## src/bresenham_line_pixel_generator_macros.svh

```systemverilog
// Assertion macros for the line pixel generator.
// Used by bresenham_line_pixel_generator.sv; no other dependencies.
`ifndef BRESENHAM_LINE_PIXEL_GENERATOR_MACROS_SVH
`define BRESENHAM_LINE_PIXEL_GENERATOR_MACROS_SVH

// same-cycle implication, disabled during reset
`define BLPG_ASSERT_NOW(label, clk, rstn, ante, cons, msg) \
    label: assert property (@(posedge clk) disable iff (!(rstn)) (ante) |-> (cons)) \
        else $error(msg);

// next-cycle implication, disabled during reset
`define BLPG_ASSERT_NEXT(label, clk, rstn, ante, cons, msg) \
    label: assert property (@(posedge clk) disable iff (!(rstn)) (ante) |=> (cons)) \
        else $error(msg);

`endif

```

## src/blpg_pkg.sv

```systemverilog
// Shared types and constants of the line pixel generator.
// No dependencies.
package blpg_pkg;

    localparam int REG_BITS    = 7;   // frame size registers
    localparam int ADDR_BITS   = 14;  // byte address of a pixel
    localparam int COLOUR_BITS = 8;

    localparam logic [6:0] FRAME_DIM_RESET = 7'd64;

    // configuration register indexes
    localparam logic [0:0] REG_FRAME_WIDTH  = 1'b0;
    localparam logic [0:0] REG_FRAME_HEIGHT = 1'b1;

    typedef enum logic [1:0] {
        ST_IDLE,
        ST_SETUP,
        ST_RUN,
        ST_ERROR
    } state_t;

endpackage

```

## src/bresenham_line_pixel_generator.sv

```systemverilog
// Line pixel generator: Bresenham walk on the major axis, one pixel per cycle if not stalled.
// Depends on blpg_pkg and bresenham_line_pixel_generator_macros.svh.
//
//  channel | ports                       | carries
//  --------+-----------------------------+----------------------------------------
//  in      | s_tvalid s_tready s_tdata   | one line request (endpoints, colour)
//  out     | m_tvalid m_tready m_tdata   | one pixel write; m_tlast on final pixel,
//          | m_tlast m_tuser             | m_tuser = range error
//  cfg     | cfg_wr_en cfg_index         | frame width (0) / frame height (1)
//          | cfg_wdata                   |
//
// A line with major span D passes accept and setup, then D + 1 pixel items;
// the walker emits one pixel per cycle unless m_tready stalls it, paced by the single output register.
// An out-of-frame request takes accept + setup + one error item.
// The next request is accepted once the final item of the line is in the output register.
// aresetn is synchronous; it clears control state and sets both frame registers to 64.
// While m_tready is low and the output register is full, the walker holds.
`include "bresenham_line_pixel_generator_macros.svh"

module bresenham_line_pixel_generator
    import blpg_pkg::*;
#(
    parameter int COORD_BITS = 6
) (
    input  logic                         aclk,
    input  logic                         aresetn,
    // s_tdata: start_x, start_y, end_x, end_y, colour_red, colour_green, colour_blue
    input  logic                         s_tvalid,
    output logic                         s_tready,
    input  logic [((4*COORD_BITS+24+7)/8)*8-1:0] s_tdata,
    // m_tdata: pixel_x, pixel_y, byte_address, out_red, out_green, out_blue
    output logic                         m_tvalid,
    input  logic                         m_tready,
    output logic [((2*COORD_BITS+38+7)/8)*8-1:0] m_tdata,
    output logic                         m_tlast,
    // m_tuser: range_error
    output logic                         m_tuser,
    input  logic                         cfg_wr_en,
    input  logic [0:0]                   cfg_index,
    input  logic [REG_BITS-1:0]          cfg_wdata
);

    localparam int C      = COORD_BITS;
    localparam int OUT_W  = ((2*C+38+7)/8)*8;
    localparam int EXT_W  = (REG_BITS > C+1) ? REG_BITS : C+1;
    localparam int DW     = C + 3;                      // signed decision width
    localparam int MUL_W  = 2*C + 1;
    localparam int SUM_W  = ((MUL_W > ADDR_BITS) ? MUL_W : ADDR_BITS) + 2;
    localparam logic [EXT_W-1:0] SPAN = EXT_W'(1) << C;

    // ---------------- registers ----------------
    state_t                  state_reg, state_next;
    logic [REG_BITS-1:0]     frame_w_reg, frame_h_reg;
    logic [C-1:0]            x1_reg, y1_reg, x2_reg, y2_reg;
    logic [C-1:0]            x1_next, y1_next, x2_next, y2_next;
    logic [23:0]             colour_reg, colour_next;
    logic [C-1:0]            walk_major_reg, walk_major_next;
    logic [C-1:0]            walk_minor_reg, walk_minor_next;
    logic [C-1:0]            major_end_reg, major_end_next;
    logic signed [DW-1:0]    decision_reg, decision_next;
    logic [C-1:0]            delta_major_reg, delta_major_next;
    logic [C-1:0]            delta_minor_reg, delta_minor_next;
    logic                    minor_neg_reg, minor_neg_next;
    logic                    x_major_reg, x_major_next;

    logic                    out_valid_reg, out_valid_next;
    logic [C-1:0]            out_x_reg, out_x_next;
    logic [C-1:0]            out_y_reg, out_y_next;
    logic [ADDR_BITS-1:0]    out_addr_reg, out_addr_next;
    logic [23:0]             out_colour_reg, out_colour_next;
    logic                    out_last_reg, out_last_next;
    logic                    out_err_reg, out_err_next;

    // ---------------- control strobes ----------------
    logic in_accept;
    logic out_free;
    logic load_pixel;
    logic load_error;

    // ---------------- frame size, clamped ----------------
    logic [EXT_W-1:0] w_ext, h_ext, w_clamp, h_clamp;
    logic [C:0]       frame_w, frame_h;

    assign w_ext   = EXT_W'(frame_w_reg);
    assign h_ext   = EXT_W'(frame_h_reg);
    assign w_clamp = (w_ext > SPAN) ? SPAN : w_ext;
    assign h_clamp = (h_ext > SPAN) ? SPAN : h_ext;
    assign frame_w = w_clamp[C:0];
    assign frame_h = h_clamp[C:0];

    // ---------------- setup arithmetic ----------------
    logic         out_of_frame;
    logic [C-1:0] adx, ady;
    logic         x_major;
    logic [C-1:0] a1, b1, a2, b2, sa1, sb1, sa2, sb2;
    logic         minor_neg;
    logic [C-1:0] dmaj, dmin;

    always_comb begin
        out_of_frame = ({1'b0, x1_reg} >= frame_w) || ({1'b0, x2_reg} >= frame_w) ||
                       ({1'b0, y1_reg} >= frame_h) || ({1'b0, y2_reg} >= frame_h);
        adx     = (x2_reg > x1_reg) ? x2_reg - x1_reg : x1_reg - x2_reg;
        ady     = (y2_reg > y1_reg) ? y2_reg - y1_reg : y1_reg - y2_reg;
        x_major = adx > ady;
        a1 = x_major ? x1_reg : y1_reg;
        b1 = x_major ? y1_reg : x1_reg;
        a2 = x_major ? x2_reg : y2_reg;
        b2 = x_major ? y2_reg : x2_reg;
        // order so the major coordinate rises
        sa1 = (a1 > a2) ? a2 : a1;
        sb1 = (a1 > a2) ? b2 : b1;
        sa2 = (a1 > a2) ? a1 : a2;
        sb2 = (a1 > a2) ? b1 : b2;
        dmaj      = sa2 - sa1;
        minor_neg = sb2 < sb1;
        dmin      = minor_neg ? sb1 - sb2 : sb2 - sb1;
    end

    // ---------------- pixel datapath (shared per step) ----------------
    logic [C-1:0]         px, py;
    logic                 last_step;
    logic [MUL_W-1:0]     row_prod;
    logic [SUM_W-1:0]     lin_index, byte_offs;
    logic signed [DW-1:0] two_dmin, two_dmaj, decision_upd;
    logic                 minor_step;

    always_comb begin
        px        = x_major_reg ? walk_major_reg : walk_minor_reg;
        py        = x_major_reg ? walk_minor_reg : walk_major_reg;
        last_step = walk_major_reg >= major_end_reg;
        row_prod  = MUL_W'(py) * MUL_W'(frame_w);
        lin_index = SUM_W'(row_prod) + SUM_W'(px);
        byte_offs = (lin_index << 1) + lin_index;
        two_dmin  = DW'({delta_minor_reg, 1'b0});
        two_dmaj  = DW'({delta_major_reg, 1'b0});
        minor_step   = decision_reg > 0;
        decision_upd = decision_reg + two_dmin - (minor_step ? two_dmaj : DW'(0));
    end

    // ---------------- sequencer: next state ----------------
    assign out_free  = !out_valid_reg || m_tready;
    assign in_accept = s_tvalid && s_tready;

    always_comb begin
        state_next = state_reg;
        unique case (state_reg)
            ST_IDLE:  if (s_tvalid) state_next = ST_SETUP;
            ST_SETUP: state_next = out_of_frame ? ST_ERROR : ST_RUN;
            ST_RUN:   if (out_free && last_step) state_next = ST_IDLE;
            ST_ERROR: if (out_free) state_next = ST_IDLE;
            default:  state_next = ST_IDLE;
        endcase
    end

    // ---------------- sequencer: outputs ----------------
    always_comb begin
        s_tready   = 1'b0;
        load_pixel = 1'b0;
        load_error = 1'b0;
        unique case (state_reg)
            ST_IDLE:  s_tready   = 1'b1;
            ST_SETUP: ;
            ST_RUN:   load_pixel = out_free;
            ST_ERROR: load_error = out_free;
            default:  ;
        endcase
    end

    // ---------------- next values ----------------
    always_comb begin
        x1_next          = x1_reg;
        y1_next          = y1_reg;
        x2_next          = x2_reg;
        y2_next          = y2_reg;
        colour_next      = colour_reg;
        walk_major_next  = walk_major_reg;
        walk_minor_next  = walk_minor_reg;
        major_end_next   = major_end_reg;
        decision_next    = decision_reg;
        delta_major_next = delta_major_reg;
        delta_minor_next = delta_minor_reg;
        minor_neg_next   = minor_neg_reg;
        x_major_next     = x_major_reg;
        out_x_next       = out_x_reg;
        out_y_next       = out_y_reg;
        out_addr_next    = out_addr_reg;
        out_colour_next  = out_colour_reg;
        out_last_next    = out_last_reg;
        out_err_next     = out_err_reg;
        out_valid_next   = out_valid_reg && !m_tready;

        if (in_accept) begin
            x1_next     = s_tdata[C-1:0];
            y1_next     = s_tdata[2*C-1:C];
            x2_next     = s_tdata[3*C-1:2*C];
            y2_next     = s_tdata[4*C-1:3*C];
            colour_next = {s_tdata[4*C+7:4*C], s_tdata[4*C+15:4*C+8],
                           s_tdata[4*C+23:4*C+16]};
        end

        if (state_reg == ST_SETUP) begin
            x_major_next     = x_major;
            walk_major_next  = sa1;
            walk_minor_next  = sb1;
            major_end_next   = sa2;
            delta_major_next = dmaj;
            delta_minor_next = dmin;
            minor_neg_next   = minor_neg;
            decision_next    = DW'({dmin, 1'b0}) - DW'(dmaj);
        end

        if (load_pixel) begin
            out_valid_next  = 1'b1;
            out_x_next      = px;
            out_y_next      = py;
            out_addr_next   = byte_offs[ADDR_BITS-1:0];
            out_colour_next = colour_reg;
            out_last_next   = last_step;
            out_err_next    = 1'b0;
            decision_next   = decision_upd;
            if (minor_step) begin
                walk_minor_next = minor_neg_reg ? walk_minor_reg - 1'b1
                                                : walk_minor_reg + 1'b1;
            end
            if (!last_step) walk_major_next = walk_major_reg + 1'b1;
        end

        if (load_error) begin
            out_valid_next  = 1'b1;
            out_x_next      = '0;
            out_y_next      = '0;
            out_addr_next   = '0;
            out_colour_next = '0;
            out_last_next   = 1'b1;
            out_err_next    = 1'b1;
        end
    end

    // ---------------- registers ----------------
    always_ff @(posedge aclk) begin
        if (!aresetn) begin
            state_reg       <= ST_IDLE;
            out_valid_reg   <= 1'b0;
            frame_w_reg     <= FRAME_DIM_RESET;
            frame_h_reg     <= FRAME_DIM_RESET;
            walk_major_reg  <= '0;
            walk_minor_reg  <= '0;
            major_end_reg   <= '0;
            decision_reg    <= '0;
            delta_major_reg <= '0;
            delta_minor_reg <= '0;
            minor_neg_reg   <= 1'b0;
            x_major_reg     <= 1'b0;
            colour_reg      <= '0;
        end else begin
            state_reg       <= state_next;
            out_valid_reg   <= out_valid_next;
            walk_major_reg  <= walk_major_next;
            walk_minor_reg  <= walk_minor_next;
            major_end_reg   <= major_end_next;
            decision_reg    <= decision_next;
            delta_major_reg <= delta_major_next;
            delta_minor_reg <= delta_minor_next;
            minor_neg_reg   <= minor_neg_next;
            x_major_reg     <= x_major_next;
            colour_reg      <= colour_next;
            if (cfg_wr_en) begin
                unique case (cfg_index)
                    REG_FRAME_WIDTH:  frame_w_reg <= cfg_wdata;
                    REG_FRAME_HEIGHT: frame_h_reg <= cfg_wdata;
                    default:          ;
                endcase
            end
        end
    end

    // payload, no reset
    always_ff @(posedge aclk) begin
        x1_reg         <= x1_next;
        y1_reg         <= y1_next;
        x2_reg         <= x2_next;
        y2_reg         <= y2_next;
        out_x_reg      <= out_x_next;
        out_y_reg      <= out_y_next;
        out_addr_reg   <= out_addr_next;
        out_colour_reg <= out_colour_next;
        out_last_reg   <= out_last_next;
        out_err_reg    <= out_err_next;
    end

    // ---------------- ports ----------------
    assign m_tvalid = out_valid_reg;
    assign m_tlast  = out_last_reg;
    assign m_tuser  = out_err_reg;
    assign m_tdata  = OUT_W'({out_colour_reg[7:0], out_colour_reg[15:8],
                              out_colour_reg[23:16], out_addr_reg, out_y_reg, out_x_reg});

    // ---------------- assertions ----------------
    `BLPG_ASSERT_NOW(a_err_item_clean, aclk, aresetn, m_tvalid && m_tuser, m_tlast && (m_tdata == '0), "range error item not blank or not last")
    `BLPG_ASSERT_NOW(a_mid_line_running, aclk, aresetn, m_tvalid && !m_tuser && !m_tlast, state_reg == ST_RUN, "non-final pixel while walker not running")
    `BLPG_ASSERT_NOW(a_walk_in_bounds, aclk, aresetn, state_reg == ST_RUN, walk_major_reg <= major_end_reg, "major walk passed line end")
    `BLPG_ASSERT_NEXT(a_busy_after_accept, aclk, aresetn, s_tvalid && s_tready, !s_tready, "request taken while line in progress")

endmodule

```

## config.mk

```make
export PLATFORM = sky130hd
export DESIGN_NAME = bresenham_line_pixel_generator
export DESIGN_NICKNAME = d
export VERILOG_FILES = /design/src/blpg_pkg.sv /design/src/bresenham_line_pixel_generator.sv
export VERILOG_INCLUDE_DIRS = /design/src /design/src/src
export SDC_FILE = /design/constraint.sdc
export NUM_CORES = 1
export LEC_CHECK = 0
export ABC_AREA = 1
export BUFFER_PORTS_ARGS = -buffer_cell sky130_fd_sc_hd__buf_4
export CELL_PAD_IN_SITES_DETAIL_PLACEMENT = 1
export CELL_PAD_IN_SITES_GLOBAL_PLACEMENT = 2
export CORE_ASPECT_RATIO = 1.2
export CORE_MARGIN = 3
export CORE_UTILIZATION = 38
export CTS_BUF_LIST = sky130_fd_sc_hd__clkbuf_4 sky130_fd_sc_hd__clkbuf_8 sky130_fd_sc_hd__clkbuf_16
export DETAILED_ROUTE_END_ITERATION = 6
export GPL_ROUTABILITY_DRIVEN = 1
export PLACE_DENSITY_LB_ADDON = 0.15
export SYNTH_ARGS = -nofsm -noshare
export SYNTH_HDL_FRONTEND = slang
export SYNTH_SLANG_ARGS = --single-unit
```

## constraint.sdc

```tcl
create_clock -name aclk -period 11.88 [get_ports aclk]
set_input_delay 0.594 -clock aclk [delete_from_list [all_inputs] [get_ports aclk]]
set_output_delay 0.594 -clock aclk [all_outputs]
set_load 0.03 [all_outputs]
```

==> Yosys cells after proc, flatten, opt, wreduce, memory -nomap -nowiden <==
Cells that the tools add are included.
{ "totals": {"elab_cells": 108, "regBits": 158, "output_inout_bits": 60, "input_bits": 61} }
{ "classes": {"add_sub_neg": 15, "n_lt_le_gt_ge": 13, "muxes": 35, "reduce_logical": 14, "bitwise": 1, "eq_ne": 6, "n_mul": 1} }
{ "ops": {"columns": ["operator", "count"], "rows": [
  ["6-bit two-way mux", 20],
  ["6-bit subtractor", 7],
  ["6-bit by 7-bit greater-or-equal comparator with 1-bit output", 4],
  ["6-bit > comparator", 4],
  ["7-bit two-way mux", 3],
  ["9-bit two-way mux", 2],
  ["13-bit by 6-bit adder with 14-bit output", 1],
  ["14-bit adder", 1],
  ["7-bit > comparator (second input constant)", 2],
  ["6-bit by 7-bit multiplier with 13-bit output", 1],
  ["6-bit by 1-bit adder with 6-bit output (second input constant)", 2],
  ["9-bit by 8-bit adder with 9-bit output", 1],
  ["9-bit by 1-bit > comparator with 1-bit output (second input constant)", 1],
  ["9-bit by 8-bit subtractor with 9-bit output", 1],
  ["2-bit case mux with 4 select lines", 1],
  ["7-bit by 6-bit subtractor with 8-bit output", 1],
  ["6-bit greater-or-equal comparator", 1],
  ["6-bit < comparator", 1],
  ["1-bit two-way mux", 6],
  ["2-bit two-way mux", 3],
  ["2-bit != test (second input constant)", 3],
  ["6-bit by 1-bit subtractor with 6-bit output (second input constant)", 1],
  ["2-bit equality test (second input constant)", 2],
  ["1-bit logical OR", 4],
  ["other kinds (8)", 12]
]} }

==> Logic depth before layout (Yosys ltp) <==
Gate-level depths: netlist of the first run.
{ "logic_depth": {"word_depth": 11, "mapped_depth": 59, "ltp_nobuf": 55} }

==> Worst setup path after synthesis of the first run <==
No wires, ideal clock.
{ "synth_timing": {"path_type": "reg-to-reg", "from": "register y2_reg[0]", "to": "register decision_reg[6]", "synth_period_minus_slack_ns": 7.947, "required_time_ns": 11.810, "setup_slack_ns": 3.933, "setup_ns": 0.070, "t_arrival_ns": 7.877, "stages_incl_launch_ff": 54, "n_path_buf": 5, "path_cell_list": "edfxtp_1 inv_1 ha_1 inv_1 fa_1 a221oi_1 o21ai_0 o21ai_1 mux2i_1 xnor2_1 inv_1 ha_1 nand2_1 nor2_4 nand2_2 nand3_4 nand2_4 buf_6 (+18 left out) nor2_1 nand3_2 nand2_2 nand2_1 nand2_4 mux2i_1 ha_1 nand2_1 nor2_1 a211oi_1 nor2_1 nor2_1 inv_1 a21oi_1 inv_1 nand3_1 nand3_1 a21oi_1"} }
{ "synth_between": {"elab_chain_cells": 11, "elab_cells_between_ends": 22, "classes_between": "6 x add/sub; 4 x order compare; 12 x mux"} }
{ "synth_lines": {"columns": ["element", "line_no", "text"], "rows": [
  ["start, declared", "bresenham_line_pixel_generator.sv:54", "logic [C-1:0] x1_reg, y1_reg, x2_reg, y2_reg;"],
  ["start signal, assigned", "bresenham_line_pixel_generator.sv:282", "y2_reg <= y2_next;"],
  ["6-bit subtractor / 6-bit > comparator (equally long branches)", "bresenham_line_pixel_generator.sv:103", "ady = (y2_reg > y1_reg) ? y2_reg - y1_reg : y1_reg - y2_reg;"],
  ["6-bit two-way mux", "bresenham_line_pixel_generator.sv:103", null],
  ["6-bit > comparator", "bresenham_line_pixel_generator.sv:104", "x_major = adx > ady;"],
  ["6-bit two-way mux (on tied branches)", "bresenham_line_pixel_generator.sv:105, bresenham_line_pixel_generator.sv:107", null],
  ["6-bit > comparator", "bresenham_line_pixel_generator.sv:111, bresenham_line_pixel_generator.sv:113", null],
  ["6-bit two-way mux (on tied branches)", "bresenham_line_pixel_generator.sv:113, bresenham_line_pixel_generator.sv:111", null],
  ["6-bit subtractor / 6-bit < comparator (equally long branches)", "bresenham_line_pixel_generator.sv:116, bresenham_line_pixel_generator.sv:115", null],
  ["6-bit two-way mux *", "bresenham_line_pixel_generator.sv:116", "dmin = minor_neg ? sb1 - sb2 : sb2 - sb1;"],
  ["named net dmin[1]", "bresenham_line_pixel_generator.sv:97", "logic [C-1:0] dmaj, dmin;"],
  ["7-bit by 6-bit subtractor with 8-bit output *", "bresenham_line_pixel_generator.sv:209", "decision_next = DW'({dmin, 1'b0}) - DW'(dmaj);"],
  ["9-bit two-way mux *", "bresenham_line_pixel_generator.sv:201", "if (state_reg == ST_SETUP) begin"],
  ["9-bit two-way mux *", "bresenham_line_pixel_generator.sv:212", "if (load_pixel) begin"],
  ["end signal, assigned", "bresenham_line_pixel_generator.sv:261", "decision_reg <= decision_next;"],
  ["end, declared", "bresenham_line_pixel_generator.sv:60", "logic signed [DW-1:0] decision_reg, decision_next;"]
]} }
The timed path passes the listed nets; every way through them passes the cells marked *. The select of a mux whose other input is x is not followed.
A chain may end at the register's enable or synchronous reset.

==> Final worst setup path of the first run <==
Same ends and word-level chain as after synthesis.

==> run metrics, run 1 <==
Core Area=30700 um^2; Slew @ Worst Pin=1.01 ns; Startpoint Class=flip-flop; clk_lat worst skew=0.43 ns; biggest area consumer among synthesized cells=dfxtp_1; synth cell count leaders=304 x nand2_1, 250 x inv_1, 182 x o21ai_0; arrival time worst endpoint=9.25 ns; final non-filler cell total=2099; Slew Viols, Final=0; Inst Count DP=2067; Die Y=200 um; ANT cells=0; final-layout fill cell count=3829; DRC violations left=0; min cycle time layout=8.88 ns; CTS hold repair buffers=0; Die X=168 um; register bit total from synthesis=158; via density per instance=5.06; setup ws final=3.00 ns; TritonCTS clock tree=yes; nets@finish=1922; final setup violation count=0; Primary FF master, synth=dfxtp_1; Place WS=3.03 ns; RSZ-0062 raised after global routing=false; Post-Syn Area=11900 um^2; clk slew on worst S/H paths=0.08 ns; top routing layer used=met4; relative max-transition margin=0.329; post-CTS sizing=0; Port Buffers=114; routed wl met3=687 um; Reg-to-Reg Start=y2_reg[0]; CP endpoint=decision_reg[6]; asr flop ratio synth=0; Initial Utilization=0.389; CP Max Fanout=49; GRT Total Usage=0.216; Core Rows=70; Fmax=113 MHz; fraction of layout cells with a size suffix above 1=0.131; Seq/Total Area, Yosys=0.285; WS Path Type=flip-flop to flip-flop; metal2 WL=18.7 mm; gpl congestion=0.853; placed inst area=13100 um^2; CTS sink cnt=158; DR iter-0 viols=417; Setup TNS Final=0 ns; Most common cell on crit path=inv_1; slack of the worst reg-to-reg path=3.00 ns; cell area after layout=13800 um^2; Max Cap Viol=0; met1 WL=15.7 mm; Layout Area Growth over Synthesis=15.1%; Ys Warns=0; total wire length=35.9 mm; GR Overflow Total=0; first-pass GRT wire length=59.0 mm; Die ar.=33600 um^2; drt wl/cell=17.1 um; total number of vias=10.6k; pin count of the biggest net entering global routing=59; clk buf depth=2; Setup crit end kind=flip-flop; most numerous cell in the Yosys netlist=nand2_1; status=completed; Ports=121; Worst R2R Path Depth=45; post-synthesis cell type count=56; Synth top area share=0.225; CTS Buf Count=17; Syn Area/Cell=7.47 um^2; Reg-to-Reg End=decision_reg[6]; CP max stage cell=fa_1; Final ANT Viol Nets=0; synth top area cells=dfxtp_1 22%, ha_1 14%, nand2_1 9.6%; Max stage delay on crit path=0.46 ns; vias in the first global route=11.3k; initial antenna violation count=0; Detailed Routing Iterations Pass 1=4; Tcrit/Tclk final=0.747; source of the critical timing path=y2_reg[0]; Root Buffer=clkbuf_16; post-DP HPWL=28.0 mm; final hold viol count=0; clock skew=0.0168 ns; Hold Path Stages=1; Setup Buffers After CTS=0; number of synthesized flops with an enable pin=24; H-tree Lvls=4; Required @ worst endpoint=12.25 ns; worst hold path type=input port to flip-flop; Cells after Synth=1599
[how the worst min path moves through the flow]
stage,from,to,slack (ns)
global route,s_tdata[20],y2_reg[2],0.31
global placement,colour_reg[1],out_colour_reg[1],0.43
detailed placement,colour_reg[20],out_colour_reg[20],0.44
finish,s_tdata[14],x2_reg[2],0.33
CTS,s_tdata[20],y2_reg[2],0.31
floorplan,colour_reg[10],out_colour_reg[10],0.42
[critical path, delay by kind of cell, from the launching register on]
kind,cells,cell delay [ns]
multiplexers,2,0.56
adder cells (fa/ha/maj),6,2.08
AND/OR/NAND/NOR,20,2.95
buffers and inverters,8,0.82
XOR/XNOR,1,0.14
AO/OA/AOI/OAI,8,1.83
flip-flops,1,0.42
[layout make-up]
| cell class | instances | area [um^2] | area share |
|---|---|---|---|
| clock buffer | 18 | 450 | 0.0327 |
| clock inverter | 14 | 185 | 0.0135 |
| timing repair buffer | 123 | 923 | 0.0671 |
| multi-input combinational | 1136 | 7340 | 0.534 |
| sequential | 158 | 3400 | 0.247 |
| tap | 396 | 495 | 0.0360 |
| inverter | 254 | 953 | 0.0693 |
[logic make-up (layout without fill, tap and decap cells)]
logic type	after synthesis	in the layout	synth area share
buffers and inverters	310	409	0.103
and+or+nand+nor	563	563	0.206
muxes	7	7	0.00597
xor gates and xnor gates	44	44	0.0329
other	1	6	0.000314
DFF	158	158	0.285
adders and majority gates	171	171	0.204
AOI/OAI and AO/OA	345	345	0.163
[per-stage QoR]
| step | hold WS, ns | util |
|---|---|---|
| after floorplan | 0.420 | - |
| after global placement | 0.426 | 0.427 |
| after detailed placement | 0.442 | 0.427 |
| after CTS | 0.313 | 0.447 |
| after global routing | 0.310 | 0.447 |
| final | 0.332 | 0.447 |
[cells in the final DEF (no fill, tap or decap), types with 28 or more instances in the layout]
master   Yosys  routed
a21oi_1     72      72
nand3_1     37      37
buf_4        6     123
xor2_1      28      28
inv_1      250     250
dfxtp_1    134     134
fa_1        40      40
nor2_1     162     159
nand2_1    304     303
o21ai_0    182     182
ha_1       131     131
[layer usage]
metal | global-route usage | vias up
li1 | - | 5312
met1 | 0.265 | 5146
met2 | 0.400 | 126
met3 | 0.0280 | 33
met4 | 0.0532 | 0
met5 | 0 | -
Power of run 1 is not shown: default switching activity piles up to over one toggle a cycle in this logic, so the estimate is an artifact.
==> inputs of run 2 (changes only) <==
--- a/config.mk
+++ b/config.mk
@@ -12,7 +12,7 @@
 export CELL_PAD_IN_SITES_GLOBAL_PLACEMENT = 2
 export CORE_ASPECT_RATIO = 1.2
 export CORE_MARGIN = 3
-export CORE_UTILIZATION = 38
+export CORE_UTILIZATION = 32
 export CTS_BUF_LIST = sky130_fd_sc_hd__clkbuf_4 sky130_fd_sc_hd__clkbuf_8 sky130_fd_sc_hd__clkbuf_16
 export DETAILED_ROUTE_END_ITERATION = 6
 export GPL_ROUTABILITY_DRIVEN = 1
==> constraint.sdc (replaced) <==
create_clock -name aclk -period 7.3 [get_ports aclk]
set_input_delay 0.365 -clock aclk [delete_from_list [all_inputs] [get_ports aclk]]
set_output_delay 0.365 -clock aclk [all_outputs]
set_load 0.03 [all_outputs]
==> run metrics, run 2 (synthesis gave the netlist of run 1 again) <==
status=completed (unchanged); arrival time worst endpoint=7.33 ns (was 9.25 ns); clk buf depth=2 (unchanged); via density per instance=4.85 (was 5.06); Detailed Routing Iterations Pass 1=4 (unchanged); Startpoint Class=flip-flop (unchanged); CTS sink cnt=158 (unchanged); final setup violation count=0 (unchanged); pin count of the biggest net entering global routing=59 (unchanged); Worst path top cell family by delay=simple AND/OR/NAND/NOR gates (unchanged); routed wl met3=913 um (was 687 um); Die X=182 um (was 168 um); Final ANT Viol Nets=0 (unchanged); DR iter-0 viols=459 (was 417); setup ws final=0.351 ns (was 3.00 ns); hold_ws=0.0850 ns (was 0.332 ns); clock skew=0.0168 ns (about the same); CP Max Fanout=7 (was 49); Port Buffers=114 (unchanged); nets@finish=1986 (was 1922); Place WS=0.0437 ns (was 3.03 ns); H-tree Lvls=4 (unchanged); relative max-transition margin=0.405 (was 0.329); Die ar.=39700 um^2 (was 33600 um^2); final hold viol count=0 (unchanged); Setup TNS Final=0 ns (unchanged); vias in the first global route=11.5k (was 11.3k); final-layout fill cell count=4495 (was 3829); post-DP HPWL=29.6 mm (was 28.0 mm); Fmax=144 MHz (was 113 MHz); Max Cap Viol=0 (unchanged); Slew @ Worst Pin=0.883 ns (was 1.01 ns); fraction of layout cells with a size suffix above 1=0.191 (was 0.131); met1 WL=16.6 mm (was 15.7 mm); first-pass GRT wire length=61.6 mm (was 59.0 mm); Tcrit/Tclk final=0.952 (was 0.747); ANT cells=0 (unchanged); CP max stage cell=edfxtp_1 (was fa_1); top routing layer used=met4 (unchanged); Setup crit end kind=flip-flop (unchanged); drt wl/cell=17.0 um (was 17.1 um); leading cell type in the layout, fill and taps excluded=nand2_1 (unchanged); total number of vias=10.8k (was 10.6k); Slew Viols, Final=0 (unchanged); commonest non-fill, non-tap cells in the layout=295 x nand2_1, 243 x inv_1, 180 x buf_4 (was 303 x nand2_1, 250 x inv_1, 182 x o21ai_0); Ports=121 (unchanged); Root Buffer=clkbuf_16 (unchanged); Core Area=36300 um^2 (was 30700 um^2); Die Y=218 um (was 200 um); Required @ worst endpoint=7.68 ns (was 12.25 ns); clk slew on worst S/H paths=0.07 ns (was 0.08 ns); DRC violations left=0 (unchanged); Layout Area Growth over Synthesis=22.5% (was 15.1%); CTS Buf Count=17 (unchanged); Initial Utilization=0.329 (was 0.389); gpl congestion=0.809 (was 0.853); GRT Total Usage=0.196 (was 0.216); GR Overflow Total=0 (unchanged); WS Path Type=flip-flop to flip-flop (unchanged); worst hold path type=input port to flip-flop (unchanged); min cycle time layout=6.95 ns (was 8.88 ns); metal2 WL=19.6 mm (was 18.7 mm); initial antenna violation count=0 (unchanged); clk_lat worst skew=0.46 ns (was 0.43 ns); CP bufs+invs=9 (was 8); total wire length=38.1 mm (was 35.9 mm); Max stage delay on crit path=0.43 ns (was 0.46 ns); Core Rows=76 (was 70); TritonCTS clock tree=yes (unchanged)
==> run 2: cell count changes in the layout (fill, tap and decap cells not counted), moves of 6 or more <==
cell,delta
nand2_2,+7
inv_2,+6
nand2_1,-8
o21ai_0,-13
ha_4,+8
inv_1,-7
o21ai_2,+10
ha_1,-9
buf_4,+57
==> run 2: area by class of cell <==
| class | count | area (um^2) | share of cell area |
|---|---|---|---|
| Clock buffer | 20 | 483 | 0.0330 |
| Multi-Input combinational cell | 1139 | 7680 | 0.525 |
| Inverter | 254 | 958 | 0.0655 |
| Sequential cell | 158 | 3400 | 0.233 |
| Timing Repair Buffer | 184 | 1410 | 0.0966 |
| Clock inverter | 12 | 109 | 0.00744 |
| Tap cell | 468 | 586 | 0.0400 |
==> run 2: final timing paths <==
path,start,to,slack [ns],cells after the start
setup / recovery,y2_reg[0],decision_reg[6],0.35,46
hold / removal,s_tdata[3],x1_reg[3],0.08,1
setup reg to reg,y2_reg[0],decision_reg[6],0.35,46
hold reg to reg,colour_reg[6],out_colour_reg[6],0.44,2
==> run 2: through the flow <==
stage	utilization	instances	instance area, um^2
global placement	0.371	2171	13500
CTS	0.388	2203	14100
detailed placement	0.371	2171	13500
floorplan	-	1604	12000
global route	0.403	2235	14600
finish	0.403	2235	14600
==> run 2: routing by layer <==
metal  vias to the layer above  global-route usage
met5                         -                   0
met4                         0              0.0648
met3                        42              0.0232
met2                       118               0.356
met1                      5230               0.239
li1                       5441                   -
==> run 2: repair_timing <==
item,4_1_cts,5_1_grt
hold buffers,0,0
setup buffers,0,29
pin swaps,0,38
endpoints found under the setup margin,1,7
cloned,0,3
resized for setup,1,76
Power of run 2 is left out for the same reason.
